## src/dlt_pkg.sv

```systemverilog
// shared types, codes and constants of the dhcp lease table
package dlt_pkg;

	localparam int LEASE_COUNT_DEF = 8;

	localparam int CMD_W    = 2;
	localparam int MAC_W    = 48;
	localparam int IP_W     = 32;
	localparam int TICK_W   = 32;
	localparam int STATUS_W = 2;
	localparam int PREFIX_W = 24;
	localparam int HOST_W   = 8;
	localparam int EXP_W    = 16;
	localparam int CFG_W    = PREFIX_W;
	localparam int CFG_IDX_W = 1;

	localparam logic [PREFIX_W-1:0] PREFIX_RST = 24'hC0A801;
	localparam logic [HOST_W-1:0]   BASE_RST   = 8'd16;

	localparam int LEASE_SECONDS = 24 * 60 * 60;
	localparam int MS_PER_S      = 1000;
	localparam logic [TICK_W-1:0] LEASE_MS  = TICK_W'(LEASE_SECONDS * MS_PER_S);
	localparam logic [EXP_W-1:0]  LOW_FILL  = 16'hffff;

	// message kinds
	localparam logic [CMD_W-1:0] CMD_DISCOVER = 2'd0;
	localparam logic [CMD_W-1:0] CMD_REQUEST  = 2'd1;

	// result codes
	localparam logic [STATUS_W-1:0] ST_OFFER = 2'd0;
	localparam logic [STATUS_W-1:0] ST_ACK   = 2'd1;
	localparam logic [STATUS_W-1:0] ST_DROP  = 2'd2;

	// register indexes
	localparam logic [CFG_IDX_W-1:0] REG_SERVER_PREFIX = 1'b0;
	localparam logic [CFG_IDX_W-1:0] REG_BASE_HOST     = 1'b1;

	typedef enum logic [2:0] {
		S_IDLE,
		S_SCAN,
		S_REQ_RD,
		S_REQ_CHK,
		S_EMIT
	} state_t;

	typedef enum logic {
		ALU_EXPIRY,
		ALU_LEASE
	} alu_op_t;

	typedef struct packed {
		alu_op_t           op;
		logic [EXP_W-1:0]  expiry;
		logic [TICK_W-1:0] now;
	} alu_req_t;

endpackage

```

## src/dlt_ifs.sv

```systemverilog
// request and result channels of the lease table
interface dlt_req_if import dlt_pkg::*; ();
	logic              valid;
	logic              ready;
	logic [CMD_W-1:0]  cmd;
	logic [MAC_W-1:0]  client_mac;
	logic              req_present;
	logic [IP_W-1:0]   requested_ip;
	logic [TICK_W-1:0] now_ms;

	modport source (output valid, cmd, client_mac, req_present, requested_ip, now_ms,
		input ready);
	modport sink (input valid, cmd, client_mac, req_present, requested_ip, now_ms,
		output ready);
endinterface

interface dlt_res_if import dlt_pkg::*; ();
	logic                valid;
	logic                ready;
	logic [STATUS_W-1:0] status;
	logic [IP_W-1:0]     assigned_ip;

	modport source (output valid, status, assigned_ip, input ready);
	modport sink (input valid, status, assigned_ip, output ready);
endinterface

```

## src/dlt_alu.sv

```systemverilog
// shared adder for the expiry test and the new lease end
module dlt_alu import dlt_pkg::*; (
	input  alu_req_t          req,
	output logic [TICK_W-1:0] sum
);

	always_comb begin
		case (req.op)
			ALU_EXPIRY: sum = {req.expiry, LOW_FILL} - req.now;
			ALU_LEASE:  sum = req.now + LEASE_MS;
			default:    sum = '0;
		endcase
	end

endmodule

```

## src/dhcp_lease_table.sv

```systemverilog
// Lease table of a small DHCP server. One item is in work at a time; ready drops after a
// transfer and returns when the item is done. A discover reads the table one entry per
// cycle through the single read port of the lease memory, and a MAC match ends the scan
// early. The result sits in an output register, so the next item is taken while it waits.
// The table is empty after reset with no clearing pass.
module dhcp_lease_table import dlt_pkg::*; #(
	parameter int LEASE_COUNT = LEASE_COUNT_DEF
) (
	input  logic                 clk,
	input  logic                 arst_n,
	dlt_req_if.sink              req,
	dlt_res_if.source            res,
	input  logic                 cfg_we,
	input  logic [CFG_IDX_W-1:0] cfg_idx,
	input  logic [CFG_W-1:0]     cfg_wdata
);

	localparam int IW = (LEASE_COUNT > 1) ? $clog2(LEASE_COUNT) : 1;
	localparam int CW = $clog2(LEASE_COUNT + 1);
	localparam int DW = MAC_W + EXP_W;
	localparam logic [CW-1:0]     N_C      = CW'(LEASE_COUNT);
	localparam logic [IW-1:0]     LAST_IDX = IW'(LEASE_COUNT - 1);
	localparam logic [HOST_W-1:0] N_HOST   = HOST_W'(LEASE_COUNT);

	state_t state_q, state_d;

	logic [PREFIX_W-1:0] prefix_q;
	logic [HOST_W-1:0]   base_q;

	logic [MAC_W-1:0]  mac_q;
	logic              rp_q;
	logic [IP_W-1:0]   rip_q;
	logic [TICK_W-1:0] now_q;

	logic [DW-1:0] mem [LEASE_COUNT];
	logic          vld_q [LEASE_COUNT];
	logic [DW-1:0] rdata_s1;
	logic          rvld_s1;
	logic [IW-1:0] idx_s1;
	logic          ev_s1, ev_d;

	logic [CW-1:0] cnt_q, cnt_d;
	logic          found_q, found_d;
	logic [IW-1:0] pick_q, pick_d;

	logic [STATUS_W-1:0] res_st_q, out_st_q, fin_st;
	logic [IP_W-1:0]     res_ip_q, out_ip_q;
	logic                out_vld_q;
	logic [IW-1:0]       fin_pick;
	logic                fin, rd_en, wr_en, clr_en, emit, accept;
	logic [IW-1:0]       rd_addr;

	logic [MAC_W-1:0]  own_s1;
	logic [EXP_W-1:0]  exp_s1;
	logic [HOST_W-1:0] idx8;
	logic              req_ok, expired;
	alu_req_t          alu_req;
	logic [TICK_W-1:0] alu_sum;

	assign own_s1  = rvld_s1 ? rdata_s1[DW-1:EXP_W] : '0;
	assign exp_s1  = rvld_s1 ? rdata_s1[EXP_W-1:0] : '0;
	assign idx8    = rip_q[HOST_W-1:0] - base_q;
	assign req_ok  = rp_q && (rip_q[IP_W-1:HOST_W] == prefix_q) && (idx8 < N_HOST);
	assign expired = alu_sum[TICK_W-1];
	assign accept  = req.valid && req.ready;

	assign alu_req.op     = (state_q == S_REQ_CHK) ? ALU_LEASE : ALU_EXPIRY;
	assign alu_req.expiry = exp_s1;
	assign alu_req.now    = now_q;

	dlt_alu u_alu (
		.req (alu_req),
		.sum (alu_sum)
	);

	always_comb begin
		state_d   = state_q;
		req.ready = 1'b0;
		rd_en     = 1'b0;
		rd_addr   = cnt_q[IW-1:0];
		wr_en     = 1'b0;
		clr_en    = 1'b0;
		fin       = 1'b0;
		fin_st    = ST_DROP;
		fin_pick  = pick_q;
		cnt_d     = cnt_q;
		found_d   = found_q;
		pick_d    = pick_q;
		ev_d      = 1'b0;
		emit      = 1'b0;
		case (state_q)
			S_IDLE: begin
				req.ready = 1'b1;
				if (req.valid) begin
					cnt_d   = '0;
					found_d = 1'b0;
					pick_d  = '0;
					case (req.cmd)
						CMD_DISCOVER: state_d = S_SCAN;
						CMD_REQUEST:  state_d = S_REQ_RD;
						default: begin
							fin     = 1'b1;
							state_d = S_EMIT;
						end
					endcase
				end
			end
			S_SCAN: begin
				if (ev_s1 && own_s1 == mac_q) begin
					// a match anywhere in the table wins over an earlier candidate
					fin      = 1'b1;
					fin_st   = ST_OFFER;
					fin_pick = idx_s1;
					state_d  = S_EMIT;
				end else begin
					if (ev_s1 && !found_q && (own_s1 == '0 || expired)) begin
						found_d = 1'b1;
						pick_d  = idx_s1;
					end
					clr_en = ev_s1 && !found_q && expired;
					if (ev_s1 && idx_s1 == LAST_IDX) begin
						fin      = 1'b1;
						fin_st   = found_d ? ST_OFFER : ST_DROP;
						fin_pick = pick_d;
						state_d  = S_EMIT;
					end else if (cnt_q < N_C) begin
						rd_en = 1'b1;
						ev_d  = 1'b1;
						cnt_d = cnt_q + 1'b1;
					end
				end
			end
			S_REQ_RD: begin
				if (req_ok) begin
					rd_en   = 1'b1;
					rd_addr = idx8[IW-1:0];
					state_d = S_REQ_CHK;
				end else begin
					fin     = 1'b1;
					state_d = S_EMIT;
				end
			end
			S_REQ_CHK: begin
				fin     = 1'b1;
				state_d = S_EMIT;
				if (own_s1 == '0 || own_s1 == mac_q) begin
					wr_en    = 1'b1;
					fin_st   = ST_ACK;
					fin_pick = idx_s1;
				end
			end
			S_EMIT: begin
				if (!out_vld_q || res.ready) begin
					emit    = 1'b1;
					state_d = S_IDLE;
				end
			end
			default: state_d = S_IDLE;
		endcase
	end

	always_ff @(posedge clk or negedge arst_n) begin
		if (!arst_n) begin
			state_q <= S_IDLE;
			ev_s1   <= 1'b0;
			cnt_q   <= '0;
			found_q <= 1'b0;
			pick_q  <= '0;
		end else begin
			state_q <= state_d;
			ev_s1   <= ev_d;
			cnt_q   <= cnt_d;
			found_q <= found_d;
			pick_q  <= pick_d;
		end
	end

	always_ff @(posedge clk or negedge arst_n) begin
		if (!arst_n) begin
			prefix_q <= PREFIX_RST;
			base_q   <= BASE_RST;
		end else if (cfg_we) begin
			case (cfg_idx)
				REG_SERVER_PREFIX: prefix_q <= cfg_wdata[PREFIX_W-1:0];
				REG_BASE_HOST:     base_q   <= cfg_wdata[HOST_W-1:0];
				default: ;
			endcase
		end
	end

	always_ff @(posedge clk) begin
		if (accept) begin
			mac_q <= req.client_mac;
			rp_q  <= req.req_present;
			rip_q <= req.requested_ip;
			now_q <= req.now_ms;
		end
	end

	// lease memory: owner in the top bits, expiry below
	always_ff @(posedge clk) begin
		if (wr_en)
			mem[idx_s1] <= {mac_q, alu_sum[TICK_W-1:TICK_W-EXP_W]};
		if (rd_en) begin
			rdata_s1 <= mem[rd_addr];
			rvld_s1  <= vld_q[rd_addr];
			idx_s1   <= rd_addr;
		end
	end

	// an entry without its valid bit reads as free
	always_ff @(posedge clk or negedge arst_n) begin
		if (!arst_n) begin
			for (int i = 0; i < LEASE_COUNT; i++)
				vld_q[i] <= 1'b0;
		end else if (wr_en) begin
			vld_q[idx_s1] <= 1'b1;
		end else if (clr_en) begin
			vld_q[idx_s1] <= 1'b0;
		end
	end

	always_ff @(posedge clk) begin
		if (fin) begin
			res_st_q <= fin_st;
			res_ip_q <= (fin_st == ST_DROP) ? '0
				: {prefix_q, HOST_W'(base_q + HOST_W'(fin_pick))};
		end
		if (emit) begin
			out_st_q <= res_st_q;
			out_ip_q <= res_ip_q;
		end
	end

	always_ff @(posedge clk or negedge arst_n) begin
		if (!arst_n)
			out_vld_q <= 1'b0;
		else if (emit)
			out_vld_q <= 1'b1;
		else if (res.ready)
			out_vld_q <= 1'b0;
	end

	assign res.valid       = out_vld_q;
	assign res.status      = out_st_q;
	assign res.assigned_ip = out_ip_q;

	// a claimed lease always reports an acknowledge
	ap_ack_on_write: assert property (@(posedge clk) disable iff (!arst_n)
		wr_en |=> res_st_q == ST_ACK)
		else $error("lease written without acknowledge");

	// one item in work at a time
	ap_busy_after_transfer: assert property (@(posedge clk) disable iff (!arst_n)
		accept |=> !req.ready)
		else $error("input ready right after a transfer");

	ap_scan_bound: assert property (@(posedge clk) disable iff (!arst_n)
		state_q == S_SCAN |-> cnt_q <= N_C)
		else $error("scan counter past the table");

	ap_clear_not_write: assert property (@(posedge clk) disable iff (!arst_n)
		clr_en |-> state_q == S_SCAN && !wr_en)
		else $error("entry cleared outside a discover scan");

endmodule

```

## src/flat_wrapper.sv

```systemverilog
// flat-port wrapper written by rule: the top's interface ports become plain ports
module dhcp_lease_table_flat import dlt_pkg::*;
#(
	parameter int LEASE_COUNT = LEASE_COUNT_DEF
)
  (clk, arst_n, cfg_we, cfg_idx, cfg_wdata, req_valid, req_cmd, req_client_mac, req_req_present, req_requested_ip, req_now_ms, req_ready, res_valid, res_status, res_assigned_ip, res_ready);
  dlt_req_if req_i ();
  dlt_res_if res_i ();
  input  logic clk;
  input  logic arst_n;
  input  logic cfg_we;
  input  logic [CFG_IDX_W-1:0] cfg_idx;
  input  logic [CFG_W-1:0] cfg_wdata;
  input wire logic [$bits(req_i.valid)-1:0] req_valid;
  input wire logic [$bits(req_i.cmd)-1:0] req_cmd;
  input wire logic [$bits(req_i.client_mac)-1:0] req_client_mac;
  input wire logic [$bits(req_i.req_present)-1:0] req_req_present;
  input wire logic [$bits(req_i.requested_ip)-1:0] req_requested_ip;
  input wire logic [$bits(req_i.now_ms)-1:0] req_now_ms;
  output wire logic [$bits(req_i.ready)-1:0] req_ready;
  output wire logic [$bits(res_i.valid)-1:0] res_valid;
  output wire logic [$bits(res_i.status)-1:0] res_status;
  output wire logic [$bits(res_i.assigned_ip)-1:0] res_assigned_ip;
  input wire logic [$bits(res_i.ready)-1:0] res_ready;
  assign req_i.valid = req_valid;
  assign req_i.cmd = req_cmd;
  assign req_i.client_mac = req_client_mac;
  assign req_i.req_present = req_req_present;
  assign req_i.requested_ip = req_requested_ip;
  assign req_i.now_ms = req_now_ms;
  assign req_ready = req_i.ready;
  assign res_valid = res_i.valid;
  assign res_status = res_i.status;
  assign res_assigned_ip = res_i.assigned_ip;
  assign res_i.ready = res_ready;
  dhcp_lease_table #(.LEASE_COUNT(LEASE_COUNT)) u_core (.clk(clk), .arst_n(arst_n), .req(req_i), .res(res_i), .cfg_we(cfg_we), .cfg_idx(cfg_idx), .cfg_wdata(cfg_wdata));
endmodule
```

## config.mk

```make
export PLATFORM = sky130hd
export DESIGN_NAME = dhcp_lease_table_flat
export DESIGN_NICKNAME = d
export VERILOG_FILES = /design/src/dlt_pkg.sv /design/src/dlt_ifs.sv /design/src/dlt_alu.sv /design/src/dhcp_lease_table.sv /design/src/flat_wrapper.sv
export SDC_FILE = /design/constraint.sdc
export NUM_CORES = 1
export LEC_CHECK = 0
export ABC_AREA = 1
export BUFFER_PORTS_ARGS = -buffer_cell sky130_fd_sc_hd__buf_2
export CAP_MARGIN = 25
export CORE_ASPECT_RATIO = 0.75
export CORE_MARGIN = 10
export CORE_UTILIZATION = 31
export DETAILED_ROUTE_END_ITERATION = 6
export GPL_TIMING_DRIVEN = 0
export SLEW_MARGIN = 10
export SYNTH_ARGS = -nofsm -noshare
export SYNTH_HDL_FRONTEND = slang
export SYNTH_HIERARCHICAL = 1
export SYNTH_SLANG_ARGS = --single-unit
```

## constraint.sdc

```tcl
create_clock -name clk -period 6.95 [get_ports clk]
set_input_delay 0.695 -clock clk [delete_from_list [all_inputs] [get_ports clk]]
set_output_delay 0.695 -clock clk [all_outputs]
set_load 0.01 [all_outputs]
```

== Yosys cells after proc, flatten, opt, wreduce, memory -nomap -nowiden ==
Memory sizes are Yosys's and may differ from the RTL's. A register that Yosys moved wholly into a read port is not among the register bits.
Cells that the tools add are included.

* Input bits: 145
* Memory bits (writable): 512
* Register bits: 238
* Memories kept: 1

* Bitwise operators: 7
* Equal/unequal tests: 15
* $lt $le $gt $ge: 5
* Add/sub/neg operators: 5
* Reductions and logical operators: 26
* Muxes and demuxes: 67

{| class="wikitable"
|+ Memory list
! name !! depth !! bits a word !! read ports !! clocked after Yosys merged registers in !! wr ports !! line !! text
|-
| u_core.mem || 8 || 64 || 1 || 1 || 1 || dhcp_lease_table.sv:35 || <nowiki>logic [DW-1:0] mem [LEASE_COUNT];</nowiki>
|}

{| class="wikitable"
|+ Operator list
! operator !! count
|-
| 32-bit case mux with 2 select lines || 1
|-
| 48-bit equality test || 1
|-
| 48-bit logical NOT || 1
|-
| 48-bit 2-to-1 mux || 1
|-
| 3-bit 2-to-1 mux || 13
|-
| 32-bit by 27-bit adder with 32-bit output (second input constant) || 1
|-
| 32-bit subtractor || 1
|-
| 1-bit 2-to-1 mux || 30
|-
| 24-bit equality test || 1
|-
| 3-bit case mux with 2 select lines || 3
|-
| 16-bit 2-to-1 mux || 1
|-
| 4-bit 2-to-1 mux || 4
|-
| 8-bit 2-to-1 mux || 2
|-
| 3-bit case mux with 5 select lines || 1
|-
| 1-bit logical AND || 9
|-
| 8-bit by 3-bit adder with 8-bit output || 1
|-
| 8-bit bitwise AND || 1
|-
| 4-bit greater-or-equal comparator (second input constant) || 2
|-
| 8-bit by 4-bit less-than comparator with 1-bit output (second input constant) || 1
|-
| 2-bit 2-to-1 mux || 4
|-
| 3-bit NOT with 4-bit output || 2
|-
| 8-bit NOT || 1
|-
| 8-bit OR || 1
|-
| 4-bit case mux with 2 select lines || 1
|-
| 27 further kinds || 41
|}

== Longest topological paths before layout ==
Gate-level depths: netlist (run 1).

* Word-level depth: 14
* Depth in mapped cells: 32
* Mapped depth without buffers: 29

== By module ==
Netlist (run 1), hierarchy kept.

{| class="wikitable"
|+ Modules (own cells, without submodules)
! module !! instances !! area each (µm²) !! cells an instance
|-
| dhcp_lease_table || 1 || 35471.5 || 3359
|-
| dlt_alu || 1 || 2059.5 || 411
|}

== Worst setup path after synthesis (run 1) ==
No wires, ideal clock.

* Path type: in2reg
* From: in req_valid
* To: reg u_core.res_ip_q[0] (enable)
* Stages: 4
* Arrival time: 7.193 ns
* Library setup time: 0.392 ns
* Data required time: 6.558 ns
* Slack: -0.636 ns
* Path through: inv_1 nor2_1 a221oi_1 nand2_1

* Cells in the longest elaborated chain, start to end: 2

{| class="wikitable"
|+ RTL lines
! what !! line !! text
|-
| start: declaration || flat_wrapper.sv:14 || <nowiki>input wire logic [$bits(req_i.valid)-1:0] req_valid;</nowiki>
|-
| 1-bit 2-to-1 mux || dhcp_lease_table.sv:94 || <nowiki>if (req.valid) begin</nowiki>
|-
| 1-bit case mux with 4 select lines || dhcp_lease_table.sv:91 || <nowiki>case (state_q)</nowiki>
|-
| named net u_core.fin || dhcp_lease_table.sv:50 || <nowiki>logic fin, rd_en, wr_en, clr_en, emit, accept;</nowiki>
|-
| end signal: assignment || dhcp_lease_table.sv:226 || <nowiki>res_ip_q <= (fin_st == ST_DROP) ? '0</nowiki>
|-
| end: declaration || dhcp_lease_table.sv:47 || <nowiki>logic [IP_W-1:0] res_ip_q, out_ip_q;</nowiki>
|}

The timed path passes the listed nets, and every way through them passes these cells.
A chain may end at the register's enable or synchronous reset.

==> results of run 1 <==
[through the flow]
step	util	cells	setup TNS (ps)
after global routing	0.3658	5643	0
after floorplan	-	3736	0
after CTS	0.3658	5642	0
final	0.3658	5644	0
after global placement	0.3372	5460	-97480
after detailed placement	0.3411	5479	0
[worst min-delay path by stage]
stage / start / endpoint / slack [ps]
after floorplan: arst_n / async pin / 400
after global placement: u_core/res_ip_q[24] / u_core/res.assigned_ip[24] / 400
after global routing: arst_n / u_core/prefix_q[20] / 140
after detailed placement: u_core/res_ip_q[2] / u_core/res.assigned_ip[2] / 410
final: arst_n / u_core/prefix_q[20] / 110
after CTS: arst_n / u_core/prefix_q[20] / 110
[power groups by stage]
| stage | Combinational (mW) | Sequential, mW | Clock [mW] |
|---|---|---|---|
| CTS | 3.68 | 6.48 | 4.82 |
| finish | 3.68 | 6.47 | 4.70 |
| detailed placement | 3.67 | 6.57 | 0 |
| floorplan | 2.34 | 6.47 | 0 |
| global placement | 3.51 | 6.63 | 0 |
| global route | 4.12 | 6.52 | 5.00 |
[registers in the layout, summed over array words and instances (netlist names), 22 cells and up, named ones only]
name                    cells
u_core/mem                512
u_core/rdata_s1            64
u_core/mac_q               48
u_core/res.assigned_ip     32
u_core/res_ip_q            32
u_core/rip_q               32
u_core/prefix_q            24
u_core/now_q               22
[critical path, delay by kind of cell (launching register included)]
family	cells	cell delay [ps]
compound gates	1	140
flops	1	360
fa+ha+maj	2	670
buf+inv	6	1150
xor+xnor	1	240
simple gates	20	2360
[layout make-up]
cell class | count | area [um2]
tap | 1554 | 1944
inverter | 740 | 2795
clock inverter | 53 | 585.6
sequential | 804 | 23890
fill | 11570 | 74990
timing repair buffer | 190 | 1279
antenna | 1 | 2.502
buffer | 155 | 817.0
multi-input combinational | 2037 | 9620
clock buffer | 110 | 2326
[routing by layer]
metal	wire length (um)	vias up
met3	6985	171
met4	2525	6
met1	44350	12260
met2	44410	890
li1	-	12650
met5	28	-
==> qor.csv, run 1 <==
stage;metric;value;unit
route;wl_per_cell;17.42;um
route;ant_nets;0;
global_routing;met1_usage;0.2037;
power;p_int;10.03;mW
worst_setup_path;cp-endpoint;u_core/res_ip_q[7];
worst_setup_path;crit_fanout;10;
power;netSwitchingFraction;0.3252;
clock_tree;clock-sinks;804;
placement;port_buffers;170;
worst_setup_path;r2r_slack;1750;ps
sta;fin_crit;5197;ps
worst_setup_path;rr_startpoint;u_core/rvld_s1;
clock_tree;cts_inserted_buffers;87;
clock_tree;cts_tree;done;
clock_tree;clock_latency;650;ps
placement;dp_hpwl;68.80;mm
sta;post-route-period-util;0.7478;
power;power.switching;4.831;mW
final_layout;finalInstanceArea;0.04326;mm2
sta;fin_ws;1753;ps
route;drtPass1Iterations;7;
clock_tree;htreeDepth;3;
clock_tree;cts_resized;0;
sta;setup_viol;0;
final_layout;drive_gt1_frac;0.1303;
power;max-vdd-ir-drop;0.0002031;V
sta;hold_violations;0;
clock_tree;post-cts-setup-buffer-count;0;
final_layout;final_common_cell;nand2_1;
worst_setup_path;reg2regPathDepth;30;
route;drt_first_iter_violations;2346;
sta;rsz0062_at_grt;no;
route;drc;0;
synth;synth_nets;3911;
worst_setup_path;cp.required;7340;ps
final_layout;area_growth_syn_to_layout;16.69;%
clock_tree;ctsHoldBuffers;0;
placement;place_congestion;0.8595;
global_routing;use_met2;0.2267;
route;vias;25980;
worst_setup_path;crit_path_max_incr_delay;410;ps
run_status;outcome;finished, final reports clean;
global_routing;antenna_found_initial;10;
placement;post_dp_cell_area;0.04034;mm2
global_routing;grt.overflow.total;0;
synth;postSynthAreaPerCell;9.922;um2
global_routing;use_met3;0.02361;
route;drt-total-wl;98.30;mm
floorplan;core;0.1182;mm2
global_routing;track_usage;0.1440;
power;clockPowerShare;0.317;
worst_hold_path;hold_class;in -> async;
floorplan;die_area;0.1340;mm2
sta;worst_pin_slew;824.7;ps
power;power-per-cell-area;343.5;mW/mm2
worst_setup_path;worst_r2r_endpoint;u_core/res_ip_q[7];
sta;clock_skew;16.46;ps
global_routing;grt_max_degree;54;
worst_setup_path;cpMaxStageDelayCell;ha_1;
worst_setup_path;critPathArrivalTime;5580;ps
global_routing;grt.busiest_layer;met2;
sta;hold-worst-slack;113.6;ps
global_routing;grt_pass1_vias;24690;
worst_setup_path;crit_start;u_core/rvld_s1;
route;viasPerCell;4.604;
sta;max_freq;192.4;MHz
floorplan;io_pins;181;
sta;slew_violations;0;
floorplan;num_rows;109;
synth;syn_inst;3736;
placement;dp_slack;1857;ps
clock_tree;cts_root_buffer;clkbuf_16;
synth;ys_warn_count;6;
job;cap_violations;0;
worst_setup_path;cpMostUsedCell;nand2_1;
power;p_leak;19.02;nW
clock_tree;clk_pin_slew;60;ps
worst_setup_path;worstSetupPathType;reg -> reg;
power;power;14.86;mW
worst_setup_path;start_kind;register;
final_layout;final_nets;4190;
global_routing;grt_pass1_wl;149.7;mm
power;p_seq_frac;0.436;
floorplan;initial_core_util;0.3135;
synth;netlist_area;0.03707;mm2
final_layout;final_cell_mix;nand2_1 (937), edfxtp_1 (751), inv_1 (719);
worst_setup_path;end_kind;register;
sta;maxSlewHeadroom;0.4502;
floorplan;die_w;419.3;um
floorplan;fp.dieH;319.5;um
clock_tree;cts_buffer_depth;3;
power;comb_power_share;0.248;
Note: power is estimated with default switching activity, not from simulation.
==> inputs of run 2 (changes only) <==
==> constraint.sdc (replaced) <==
create_clock -name clk -period 4.6 [get_ports clk]
set_input_delay 0.46 -clock clk [delete_from_list [all_inputs] [get_ports clk]]
set_output_delay 0.46 -clock clk [all_outputs]
set_load 0.01 [all_outputs]
==> qor.csv, run 2 (synthesized netlist as in run 1, its figures left out) <==
stage;metric;value;unit;change
worst_setup_path;worst_r2r_endpoint;u_core/res_ip_q[6];;
final_layout;fill_cells;11470;;-0.83%
final_layout;final_nets;4295;;+2.5%
final_layout;final_common_cell;nand2_1;;
worst_setup_path;crit_fanout;19;;+9
final_layout;regMostFlops;u_core/mem;;
floorplan;fp.dieH;319.5;um;unchanged
worst_setup_path;worst-path-buf-inv;4;;-2
power;p_leak;19.50;nW;+2.5%
sta;clock_skew;26.22;ps;+9.760 ps
final_layout;largest_reg_flops;512;;unchanged
worst_hold_path;hold_class;in -> reg;;
worst_setup_path;reg2regPathDepth;21;;-30%
clock_tree;clock_latency;660;ps;about the same
worst_setup_path;cpMostUsedCell;nand2_1;;
worst_hold_path;hold_end;u_core/prefix_q[13];;
clock_tree;cts_tree;done;;
run_status;outcome;finished, final reports clean;;
worst_hold_path;hp-start;cfg_wdata[13];;
clock_tree;cts_buffer_depth;3;;unchanged
global_routing;grt_pass1_wl;152.0;mm;+1.5%
clock_tree;htreeDepth;3;;unchanged
floorplan;core;0.1182;mm2;unchanged
route;drc;0;;unchanged
global_routing;grt_pass1_vias;25250;;+2.3%
global_routing;track_usage;0.1459;;+0.001830
worst_setup_path;end_kind;register;;
global_routing;grt_max_degree;54;;unchanged
worst_setup_path;path_cells;buf_12, buf_6, nand2_1, xnor2_1, nor3_1, nand4_1, nor2_1, nand2_1, nand2_1, nand2_1, inv_1, buf_2, a21oi_1, nand3_1, ha_1, fa_1, nand2_1, a21oi_2, nand3_1, xor2_1, nor2_2;;
route;wl_per_cell;17.40;um;about the same
worst_setup_path;critPathArrivalTime;4820;ps;-760 ps
floorplan;io_pins;181;;unchanged
power;power-per-cell-area;511.3;mW/mm2;+49%
sta;worst_pin_slew;839.0;ps;+14.24 ps
clock_tree;cts_inserted_buffers;87;;unchanged
sta;hold-worst-slack;50.43;ps;-63.19 ps
route;drt-total-wl;99.98;mm;+1.7%
route;vias;26610;;+2.4%
worst_setup_path;cpMaxStageDelayCell;edfxtp_1;;
route;drtPass1Iterations;6;;-1
global_routing;grt.overflow.total;0;;unchanged
clock_tree;cts_root_buffer;clkbuf_16;;
floorplan;num_rows;109;;unchanged
sta;slew_violations;0;;unchanged
worst_setup_path;cp.required;5000;ps;-2340 ps
floorplan;die_w;419.3;um;unchanged
placement;port_buffers;170;;unchanged
sta;post-route-period-util;0.9626;;+0.2147
global_routing;antenna_found_initial;2;;-8
job;cap_violations;0;;unchanged
route;viasPerCell;4.631;;+0.59%
route;drt_first_iter_violations;2613;;+11%
worst_setup_path;r2r_slack;170;ps;-1580 ps
placement;post_dp_cell_area;0.04033;mm2;about the same
clock_tree;clk_pin_slew;60;ps;about the same
worst_setup_path;worstSetupPathType;reg -> reg;;
sta;maxSlewHeadroom;0.4394;;-0.01082
worst_setup_path;rr_startpoint;u_core/rvld_s1;;
final_layout;reg_top3;u_core/mem x512, u_core/rdata_s1 x64, u_core/mac_q x48;;
route;ant_nets;0;;unchanged
floorplan;initial_core_util;0.3135;;unchanged
final_layout;drive_gt1_frac;0.1303;;about the same
final_layout;area_growth_syn_to_layout;19.83;%;
sta;setup_viol;0;;unchanged
worst_hold_path;holdPathStages;3;;
worst_setup_path;path_delay_family;simple AND/OR/NAND/NOR gates;;
sta;max_freq;225.8;MHz;+17%
clock_tree;clock-sinks;804;;unchanged
placement;place_congestion;0.8507;;-1.0%
worst_setup_path;cp.depth;21;;-30%
placement;dp_hpwl;68.96;mm;+0.23%
sta;rsz0062_at_grt;no;;
worst_setup_path;crit_path_max_incr_delay;390;ps;-20 ps
sta;hold_violations;0;;unchanged
worst_setup_path;start_kind;register;;
sta;fin_crit;4428;ps;-769.7 ps
final_layout;final_cell_mix;nand2_1 (933), edfxtp_1 (751), inv_1 (719);;
final_layout;finalInstanceArea;0.04442;mm2;+2.7%
floorplan;die_area;0.1340;mm2;unchanged
power;max-vdd-ir-drop;0.0002775;V;+37%
## run 2: cell types whose count changed in the layout (fill, tap and decap cells not counted), moves of 3 or more
cell / before / now
clkinv_1: 18 / 15
nand2_2: 11 / 14
buf_2: 271 / 268
nand2_1: 937 / 933
dlygate4sd3_1: 0 / 105
## run 2: layout make-up
class	count	area, um2	share of cell area
inverter	740	2795	0.06292
antenna	1	2.502	0.00005633
tap	1554	1944	0.04377
sequential	804	23890	0.5377
clock buffer	113	2379	0.05354
buffer	154	824.5	0.01856
clock inverter	47	566.8	0.01276
timing repair buffer	296	2335	0.05256
multi-input combinational	2037	9688	0.2181
## run 2: worst max-delay path by stage
stage                        start                  to  slack, ps
finish              u_core/rvld_s1  u_core/res_ip_q[6]        170
global route        u_core/rvld_s1  u_core/res_ip_q[7]         30
CTS                 u_core/rvld_s1  u_core/res_ip_q[7]         10
detailed placement  u_core/rvld_s1  u_core/res_ip_q[7]       -540
global placement    u_core/rvld_s1   u_core/mem[7][51]      -1280
floorplan           u_core/rvld_s1  u_core/res_ip_q[6]        700
## run 2: worst min-delay path, delay by kind of cell
kind / cells / cell delay (ps)
AO/OA/AOI/OAI: 1 / 50
buffers and inverters: 1 / 90
AND/OR/NAND/NOR: 1 / 100
## run 2: routing by layer
layer	GRT usage	part of all wire	up-vias
li1	-	-	12880
met1	0.2046	0.45	12610
met2	0.2346	0.46	974
met3	0.02057	0.072	143
met4	0.04087	0.024	0
met5	0	0	-
## run 2: timing repair
| item | CTS | global route |
|---|---|---|
| resized for setup | 3 | 14 |
| pin swaps | 0 | 2 |
| buffers inserted | 0 | 1 |
| setup endpoints to repair | 7 | 6 |
| hold buffers | 105 | 0 |
| hold endpoints to repair | 150 | 0 |
## run 2: report_power, final
| group | internal [mW] | leakage [nW] | switching (mW) |
|---|---|---|---|
| registers | 9.27 | 7.49 | 0.518 |
| clock network | 4.37 | 1.44 | 2.87 |
| logic | 1.74 | 10.6 | 3.95 |
| total | 15.4 | 19.5 | 7.34 |
## run 2: stage by stage
stage          utilization  setup TNS, ps  cells  setup WS (ps)  total power [mW]
4_1_cts             0.3749              0   5743          11.77             22.82
3_3_place_gp        0.3372        -635660   5460          -1282             15.30
5_1_grt             0.3757              0   5746          30.29             23.87
2_1_floorplan            -              0   3736          699.9             13.31
6_report            0.3757              0   5746          172.2             22.71
3_5_place_dp        0.3411          -1846   5479         -538.7             15.47
